File: config.mk
export PLATFORM = sky130hd
export DESIGN_NAME = twtc_walk
export DESIGN_NICKNAME = d
export VERILOG_FILES = /design/src/rtl/core/twtc_pkg.sv /design/src/rtl/core/twtc_walk.sv
export VERILOG_INCLUDE_DIRS = /design/src /design/src/rtl/core
export SDC_FILE = /design/constraint.sdc
export NUM_CORES = 1
export LEC_CHECK = 0
export BUFFER_PORTS_ARGS = -buffer_cell sky130_fd_sc_hd__clkbuf_2
export CORE_MARGIN = 4
export CORE_UTILIZATION = 35
export CTS_BUF_LIST = sky130_fd_sc_hd__clkbuf_2
export CTS_CLUSTER_SIZE = 8
export DETAILED_ROUTE_END_ITERATION = 8
export GPL_ROUTABILITY_DRIVEN = 0
export PLACE_DENSITY = 0.65
export REMOVE_ABC_BUFFERS = 1
export SLEW_MARGIN = 20
export SYNTH_ARGS = -nofsm -noshare
export SYNTH_HDL_FRONTEND = slang
export SYNTH_SLANG_ARGS = --single-unit
File: constraint.sdc
create_clock -name clk -period 4.35 [get_ports clk]
set_input_delay 0 -clock clk [delete_from_list [all_inputs] [get_ports clk]]
set_output_delay 0 -clock clk [all_outputs]
set_load 0.005 [all_outputs]
File: src/rtl/core/tournament_tree_winner_count_unit_macros.svh
`ifndef TOURNAMENT_TREE_WINNER_COUNT_UNIT_MACROS_SVH
`define TOURNAMENT_TREE_WINNER_COUNT_UNIT_MACROS_SVH

// check the consequent in the same cycle
`define TWTC_ASSERT_NOW(label, clk, rst_n, ante, cons, msg) \
    label: assert property (@(posedge clk) disable iff (!rst_n) (ante) |-> (cons)) \
        else $error(msg);

// check the consequent in the cycle after the antecedent
`define TWTC_ASSERT_NEXT(label, clk, rst_n, ante, cons, msg) \
    label: assert property (@(posedge clk) disable iff (!rst_n) (ante) |=> (cons)) \
        else $error(msg);

`endif

File: src/rtl/core/twtc_pkg.sv
package twtc_pkg;

    localparam int LEVELS      = 10;
    localparam int NODE_W      = LEVELS;
    localparam int NODE_COUNT  = 1 << LEVELS;
    localparam int CNT_W       = 11;
    localparam int OC_W        = 2;
    localparam int GAME_W      = 10;
    localparam int IN_TDATA_W  = 16;
    localparam int OUT_TDATA_W = 16;

    localparam logic [OC_W-1:0] OC_LOWER    = 2'd0;
    localparam logic [OC_W-1:0] OC_UPPER    = 2'd1;
    localparam logic [OC_W-1:0] OC_UNKNOWN  = 2'd2;
    localparam logic [OC_W-1:0] OC_RESERVED = 2'd3;

    localparam logic [NODE_W-1:0] ROOT_NODE    = NODE_W'(1);
    localparam logic [CNT_W-1:0]  ROOT_RESET   = CNT_W'(NODE_COUNT);
    localparam logic [CNT_W-1:0]  LEAF_OPEN    = CNT_W'(2);
    localparam logic [CNT_W-1:0]  LEAF_DECIDED = CNT_W'(1);

    typedef struct packed {
        logic              oc_we;
        logic [NODE_W-1:0] oc_waddr;
        logic [OC_W-1:0]   oc_wdata;
        logic [NODE_W-1:0] oc_raddr;
        logic              cnt_we;
        logic [NODE_W-1:0] cnt_waddr;
        logic [CNT_W-1:0]  cnt_wdata;
        logic [NODE_W-1:0] cnt_raddr_l;
        logic [NODE_W-1:0] cnt_raddr_r;
    } mem_req_t;

    typedef struct packed {
        logic [OC_W-1:0]  oc;
        logic [CNT_W-1:0] cnt_l;
        logic [CNT_W-1:0] cnt_r;
    } mem_rsp_t;

    function automatic logic [CNT_W-1:0] node_value(
        input logic [OC_W-1:0]  oc,
        input logic             is_leaf,
        input logic [CNT_W-1:0] left,
        input logic [CNT_W-1:0] right
    );
        logic [CNT_W:0]   sum;
        logic [CNT_W-1:0] val;
        sum = {1'b0, left} + {1'b0, right};
        if (is_leaf) begin
            val = (oc == OC_UNKNOWN) ? LEAF_OPEN : LEAF_DECIDED;
        end else begin
            case (oc)
                OC_UPPER: val = left;
                OC_LOWER: val = right;
                default:  val = sum[CNT_W-1:0];
            endcase
        end
        return val;
    endfunction

endpackage

File: src/rtl/core/twtc_walk.sv
`include "tournament_tree_winner_count_unit_macros.svh"

module twtc_walk (
    input  logic                        clk,
    input  logic                        rst_n,
    input  logic                        in_valid,
    output logic                        in_ready,
    input  logic [twtc_pkg::GAME_W-1:0] in_game,
    input  logic [twtc_pkg::OC_W-1:0]   in_outcome,
    input  logic                        out_free,
    output logic                        res_valid,
    output logic [twtc_pkg::CNT_W-1:0]  res_data,
    output twtc_pkg::mem_req_t          mem_req,
    input  twtc_pkg::mem_rsp_t          mem_rsp
);
    import twtc_pkg::*;

    typedef enum logic [1:0] {ST_CLEAR, ST_IDLE, ST_WALK, ST_DONE} state_t;

    state_t            state_reg;
    logic [NODE_W-1:0] clr_addr_reg;
    logic [CNT_W-1:0]  clr_val_reg;
    logic [NODE_W-1:0] node_reg;
    logic [OC_W-1:0]   first_oc_reg;
    logic              first_reg;
    logic              from_right_reg;
    logic [CNT_W-1:0]  cur_val_reg;
    logic [CNT_W-1:0]  root_reg;

    logic              game_ok;
    logic [NODE_W-1:0] start_node;
    logic [OC_W-1:0]   oc_norm;
    logic [CNT_W-1:0]  left_val;
    logic [CNT_W-1:0]  right_val;
    logic [OC_W-1:0]   step_oc;
    logic [CNT_W-1:0]  step_val;
    logic              last_step;
    logic              clr_pow2;
    logic              accept;

    assign in_ready   = (state_reg == ST_IDLE);
    assign accept     = in_valid && in_ready;
    assign game_ok    = (in_game != '0) && (int'(in_game) < NODE_COUNT);
    assign start_node = NODE_W'(NODE_COUNT - int'(in_game));
    assign oc_norm    = (in_outcome == OC_RESERVED) ? OC_UNKNOWN : in_outcome;
    assign step_oc    = first_reg ? first_oc_reg : mem_rsp.oc;
    assign last_step  = (node_reg == ROOT_NODE);
    assign clr_pow2   = (clr_addr_reg & (clr_addr_reg - NODE_W'(1))) == '0;

    always_comb begin
        left_val  = mem_rsp.cnt_l;
        right_val = mem_rsp.cnt_r;
        if (!first_reg) begin
            if (from_right_reg) begin
                right_val = cur_val_reg;
            end else begin
                left_val = cur_val_reg;
            end
        end
        step_val = node_value(step_oc, node_reg[NODE_W-1], left_val, right_val);
    end

    always_comb begin
        res_valid = 1'b0;
        res_data  = root_reg;
        if (state_reg == ST_WALK && last_step && out_free) begin
            res_valid = 1'b1;
            res_data  = step_val;
        end else if (state_reg == ST_DONE && out_free) begin
            res_valid = 1'b1;
        end
    end

    always_comb begin
        mem_req = '0;
        case (state_reg)
            ST_CLEAR: begin
                mem_req.oc_we     = 1'b1;
                mem_req.oc_waddr  = clr_addr_reg;
                mem_req.oc_wdata  = OC_UNKNOWN;
                mem_req.cnt_we    = 1'b1;
                mem_req.cnt_waddr = clr_addr_reg;
                mem_req.cnt_wdata = clr_val_reg;
            end
            ST_IDLE: begin
                mem_req.oc_we       = accept && game_ok;
                mem_req.oc_waddr    = start_node;
                mem_req.oc_wdata    = oc_norm;
                mem_req.cnt_raddr_l = {start_node[NODE_W-2:0], 1'b0};
                mem_req.cnt_raddr_r = {start_node[NODE_W-2:0], 1'b1};
            end
            ST_WALK: begin
                mem_req.cnt_we      = 1'b1;
                mem_req.cnt_waddr   = node_reg;
                mem_req.cnt_wdata   = step_val;
                mem_req.oc_raddr    = node_reg >> 1;
                mem_req.cnt_raddr_l = {node_reg[NODE_W-1:1], 1'b0};
                mem_req.cnt_raddr_r = {node_reg[NODE_W-1:1], 1'b1};
            end
            default: begin
                mem_req = '0;
            end
        endcase
    end

    always_ff @(posedge clk) begin
        if (!rst_n) begin
            state_reg      <= ST_CLEAR;
            clr_addr_reg   <= '1;
            clr_val_reg    <= LEAF_OPEN;
            root_reg       <= ROOT_RESET;
            first_reg      <= 1'b0;
            from_right_reg <= 1'b0;
        end else begin
            case (state_reg)
                ST_CLEAR: begin
                    clr_addr_reg <= clr_addr_reg - NODE_W'(1);
                    if (clr_pow2) begin
                        clr_val_reg <= clr_val_reg << 1;
                    end
                    if (clr_addr_reg == '0) begin
                        state_reg <= ST_IDLE;
                    end
                end
                ST_IDLE: begin
                    if (accept) begin
                        node_reg     <= start_node;
                        first_oc_reg <= oc_norm;
                        first_reg    <= 1'b1;
                        state_reg    <= game_ok ? ST_WALK : ST_DONE;
                    end
                end
                ST_WALK: begin
                    cur_val_reg    <= step_val;
                    first_reg      <= 1'b0;
                    from_right_reg <= node_reg[0];
                    node_reg       <= node_reg >> 1;
                    if (last_step) begin
                        root_reg  <= step_val;
                        state_reg <= out_free ? ST_IDLE : ST_DONE;
                    end
                end
                ST_DONE: begin
                    if (out_free) begin
                        state_reg <= ST_IDLE;
                    end
                end
                default: begin
                    state_reg <= ST_IDLE;
                end
            endcase
        end
    end

    `TWTC_ASSERT_NOW(a_no_accept_in_clear, clk, rst_n, state_reg == ST_CLEAR, !in_ready, "input taken during clear")
    `TWTC_ASSERT_NEXT(a_walk_after_start, clk, rst_n, accept && game_ok, state_reg == ST_WALK, "valid game did not start a walk")
    `TWTC_ASSERT_NOW(a_walk_count_range, clk, rst_n, state_reg == ST_WALK, step_val != '0 && step_val <= ROOT_RESET, "count out of range")
    `TWTC_ASSERT_NEXT(a_idle_after_result, clk, rst_n, res_valid, state_reg == ST_IDLE, "result issued without return to idle")

endmodule

== Word-level counts from Yosys, hierarchy flattened ==
Index checks and enable logic that the tools add are counted.
Operators by class
  add/sub/neg operators: 3
  eq/ne operators: 11
  muxes and demuxes: 27
  bitwise logic cells: 1
  reduce and logical (&&, ||, !) cells: 18
Operator list (count)
  $mux W11: 6
  $pmux W22 S2: 1
  $pmux W20 S2: 1
  $pmux W13 S2: 1
  $pmux W11 S2: 1
  $logic_not A10 Y1: 2
  $pmux W10 S2: 1
  $mux W2: 8
  $add A11 B11 Y11: 1
  $and A10 B10 Y10: 1
  $eq A10 B1 Y1 const B: 1
  $mux W10: 1
  $reduce_bool A10 Y1: 1
  $sub A1 B10 Y10 const A: 1
  $sub A10 B1 Y10 const B: 1
  $mux W9: 1
  $eq A2 B2 Y1 const B: 4
  $pmux W2 S4: 1
  $reduce_and A2 Y1: 4
  $ne A2 B2 Y1 const B: 3
  $reduce_and A3 Y1: 2
  $logic_and A1 B1 Y1: 5
  $eq A2 B1 Y1 const B: 2
  $logic_not A2 Y1: 2
  other kinds (5): 8
Storage, ports and cells
  bits in registers: 58
  input port bits: 40
  output and inout port bits: 78
  logic and storage cells: 69

== Longest topological paths before layout ==
  depth after elaboration: 6
  mapped depth: 12

== Worst setup path before layout ==
No wires, ideal clock.
  kind: flip-flop to output port
  start: register from_right_reg
  end: output port res_data[8] in the netlist's numbering
  arrival time: 2.970 ns
  data required time: 4.350 ns
  setup slack: 1.380 ns
  cell stages (with the launch flop): 12
  path buffers: 1
  cells stage by stage: dfxtp_1 > nor2_1 > buf_2 > mux2_2 > ha_1 > fa_1 > a21oi_1 > o21ai_0 > a2111o_1 > a31oi_1 > nor2_1 > mux2_4
Between the ends
  word-level cells in the longest chain between the ends: 6
  elaborated cells on any way between the ends: 8
Ends and longest elaborated chain
  start: declaration: RTL line twtc_walk.sv:26  | logic from_right_reg;
  start signal: assignment: RTL line twtc_walk.sv:136  | from_right_reg <= node_reg[0];
  $mux W11: RTL line twtc_walk.sv:54  | if (from_right_reg) begin
  $mux W11: RTL line twtc_walk.sv:53  | if (!first_reg) begin
  $add A11 B11 Y11: RTL line twtc_pkg.sv:48  | sum = {1'b0, left} + {1'b0, right};
  $pmux W11 S2 *: RTL line twtc_pkg.sv:52  | case (oc)
  $mux W11 *: RTL line twtc_pkg.sv:49  | if (is_leaf) begin
  net step_val[8]: RTL line twtc_walk.sv:36  | logic [CNT_W-1:0] step_val;
  $mux W11 *: RTL line twtc_walk.sv:66  | if (state_reg == ST_WALK && last_step && out_free) begin
  end: declaration: RTL line twtc_walk.sv:12  | output logic [twtc_pkg::CNT_W-1:0] res_data,
Mark *: on every way through the listed nets, which the timed path passes. The rest lies on a longest branch.

== Worst setup path in the final report ==
  start: register first_reg
  end: output port res_data[8] in the netlist's numbering
Between the ends
  word-level cells in the longest chain between the ends: 5
  elaborated cells on any way between the ends: 9
Ends and longest elaborated chain
  start: declaration: RTL line twtc_walk.sv:25  | logic first_reg;
  start signal: assignment: RTL line twtc_walk.sv:112  | first_reg <= 1'b0;
  start signal: assignment: RTL line twtc_walk.sv:129  | first_reg <= 1'b1;
  start signal: assignment: RTL line twtc_walk.sv:135  | first_reg <= 1'b0;
  $mux W11 / $mux W2 (equally long branches): RTL line twtc_walk.sv:53, twtc_walk.sv:46
  $add A11 B11 Y11, or another cell as far along: RTL line twtc_pkg.sv:48
  $pmux W11 S2 *: RTL line twtc_pkg.sv:52
  $mux W11 *: RTL line twtc_pkg.sv:49
  net step_val[8]: RTL line twtc_walk.sv:36
  $mux W11 *: RTL line twtc_walk.sv:66
Marks and branches as above.

==> metrics.txt <==
CTS clock-pin slew for the worst setup and hold paths 0.15 ns; Finish-stage setup viols 0; layout cells sized above 1 26.1%; Post-Synthesis Cells 501; Yosys top cell area share 16.5%; startpoint kind of the worst setup timing path flop; number of top-level pins ~120; post-DR vias/cell just over 5; area of the mapped netlist about 4200 um2; Routed Antenna Nets 0; final period demand of the worst path about 4 ns; Fmax around 250 MHz; Hold Crit Class in -> reg; TritonCTS clock tree done; first-pass GRT wire length 19.4 mm; number of warnings reported in the yosys synthesis log 0; Starting Density 36.5%; clock latency reported for the late side of the worst-skew pair 0.51 ns; distinct cell type count of the synthesized netlist 60; Worst Setup End Kind output port; pin count of the biggest net entering global routing 27; largest voltage drop on the vdd net 0.157 mV; placed inst area 4820 um2; biggest area contributors in the synthesized netlist dfxtp_1 17%, edfxtp_1 16%, nand2_1 8.9%, ha_1 7.4%, mux2i_1 5.9%; Leak Pwr 2.43 nW; global-route usage over all layers 16.8%; worst hold-check slack 0.0538 ns; final setup skew around 0.07 ns; routed wire length per instance 15.9 um; RSZ-0062 raised after global routing false; power density normalized to cell area 257 nW/um2; maximum number of buffers from clock root to sink 2; remaining global-route overflow 0; vias after detailed routing 3902; antenna violations before repair 0; NumNets Final 673; kind of critical path reg -> out; area of the core 11600 um2; async set or reset register ratio after synthesis 0%; Rows 39; slew of the pin with the lowest slew margin 1.05 ns; share of the yosys chip area belonging to registers 32.8%; top_reg_cell synth dfxtp_1; residual DRC count 0; number of iterations in the first detailed-routing pass 4; maximum capacitance violations 0; number of enable flip-flop cells after synthesis 23; period utilisation layout 91.1%; number of storage elements in the synthesis netlist 58; vias in the first global route between 3k and 4k; post-route cell area 5070 um2; number of sinks on the clock net 58; die area 13900 um2; Die X-Extent between 100 and 150 um; total setup buffers inserted after CTS 0; number of cells in the finished layout apart from fillers 756; maximum fanout along the worst path 14; Post-Route WL 12.0 mm; Final Slew Violations 0; DRC violation total after the first TritonRoute iteration 173; final count of hold timing violations 0; result of the run finished, final reports clean; HPWL after detailed placement 9.48 mm; setup slack on the worst flop-to-flop path 0.96 ns; Worst EP arrival roughly 4.0 ns; die height 118 um; CTS H-tree depth 3; Clk Tree Root Cell clkbuf_2; Synth-to-Final Area Change 19.5%; Max-Slew Margin vs Limit 30.0%; average footprint of a synthesized cell 8.46 um2; number of buffers added by the clock tree synthesis step 9; Inst Count DP 726; data required time of the worst path 4.35 ns; leading area contributor after synthesis dfxtp_1; Port-buffer cells 115; setup TNS 0 ns
==> metal layers <==
metal	part of all wire, %	global-route usage [%]
met2	48	29.0
met5	0	0
met1	45	21.4
met3	6.0	3.75
met4	1.1	4.10
==> report_power, final <==
part / leakage [nW] / total [mW] / switching, mW / internal [mW]
registers: 0.492 / 0.597 / 0.0162 / 0.581
logic: 1.87 / 0.372 / 0.214 / 0.158
clock network: 0.0684 / 0.333 / 0.202 / 0.132
==> cells in the mapped netlist, drive strengths merged, types with 10 or more instances <==
cell type	number
mux2	24
edfxtp	23
nor2	26
ha	25
a21o	12
inv	35
a21oi	19
o21ai	23
dfxtp	35
clkbuf	20
buf	17
xnor2	10
mux2i	25
nand2	102
==> cells in the final DEF (no fill, tap or decap), types with 9 or more instances in the layout <==
cell type	instances
nor2_1	26
dfxtp_1	35
a21o_1	12
nand2_1	101
xnor2_1	10
inv_1	35
edfxtp_1	23
o21ai_0	23
ha_1	25
mux2_2	16
a22o_1	9
a21oi_1	19
clkbuf_2	126
mux2i_1	25
dlygate4sd3_1	13
==> cell families (layout without fill, tap and decap cells) <==
| group | after synthesis | count (layout) | share of synthesized area, % |
|---|---|---|---|
| DFF | 58 | 58 | 32.8 |
| other | 1 | 3 | 0.0885 |
| buffers and inverters | 73 | 183 | 7.82 |
| xor gates and xnor gates | 15 | 15 | 3.10 |
| and+or+nand+nor | 178 | 178 | 19.4 |
| adders and majority gates | 26 | 26 | 7.85 |
| muxes | 49 | 49 | 12.5 |
| AOI/OAI and AO/OA | 101 | 101 | 16.4 |
==> metrics by stage <==
step                      utilization [%]  power, mW  setup WS (ns)
after floorplan                         -      0.826          0.979
after global placement               41.5      0.963          0.928
after detailed placement             41.5      0.968          0.826
after CTS                            43.5       1.31          0.255
after global routing                 43.6       1.38         0.0684
final                                43.6       1.30          0.387
==> timing repair <==
item                                    4_1_cts  5_1_grt
endpoints found under the setup margin        0        4
endpoints found under the hold margin        26        0
hold buffers                                 13        0
gates resized for setup                       0        1
==> critical path, stage by stage (launching register included) <==
cell and delay, ns:
dfxtp_1 0.64, nand2b_2 0.39, mux2_2 0.42, fa_1 0.43, a21oi_1 0.18, o21ai_0 0.23, a2111o_1 0.47, a31oi_1 0.22
nor2_1 0.12, mux2_4 0.28, clkbuf_2 0.11
==> area by class of cell <==
cell class | count | area [um2]
fill | 1172 | 6550
multi-input combinational | 371 | 2530
sequential | 58 | 1390
timing repair buffer | 131 | 728
tap | 143 | 179
inverter | 36 | 135
clock buffer | 11 | 55.1
clock inverter | 5 | 46.3
antenna | 1 | 2.50
==> final timing paths <==
kind	start	end	depth (start not counted)
min	in_game[1]	node_reg[1]	4
max reg2reg	first_reg	root_reg[6]	9
min reg2reg	clr_val_reg[4]	clr_val_reg[5]	2
max	first_reg	res_data[8]	10
No activity file was read; power rests on OpenSTA's default activity.
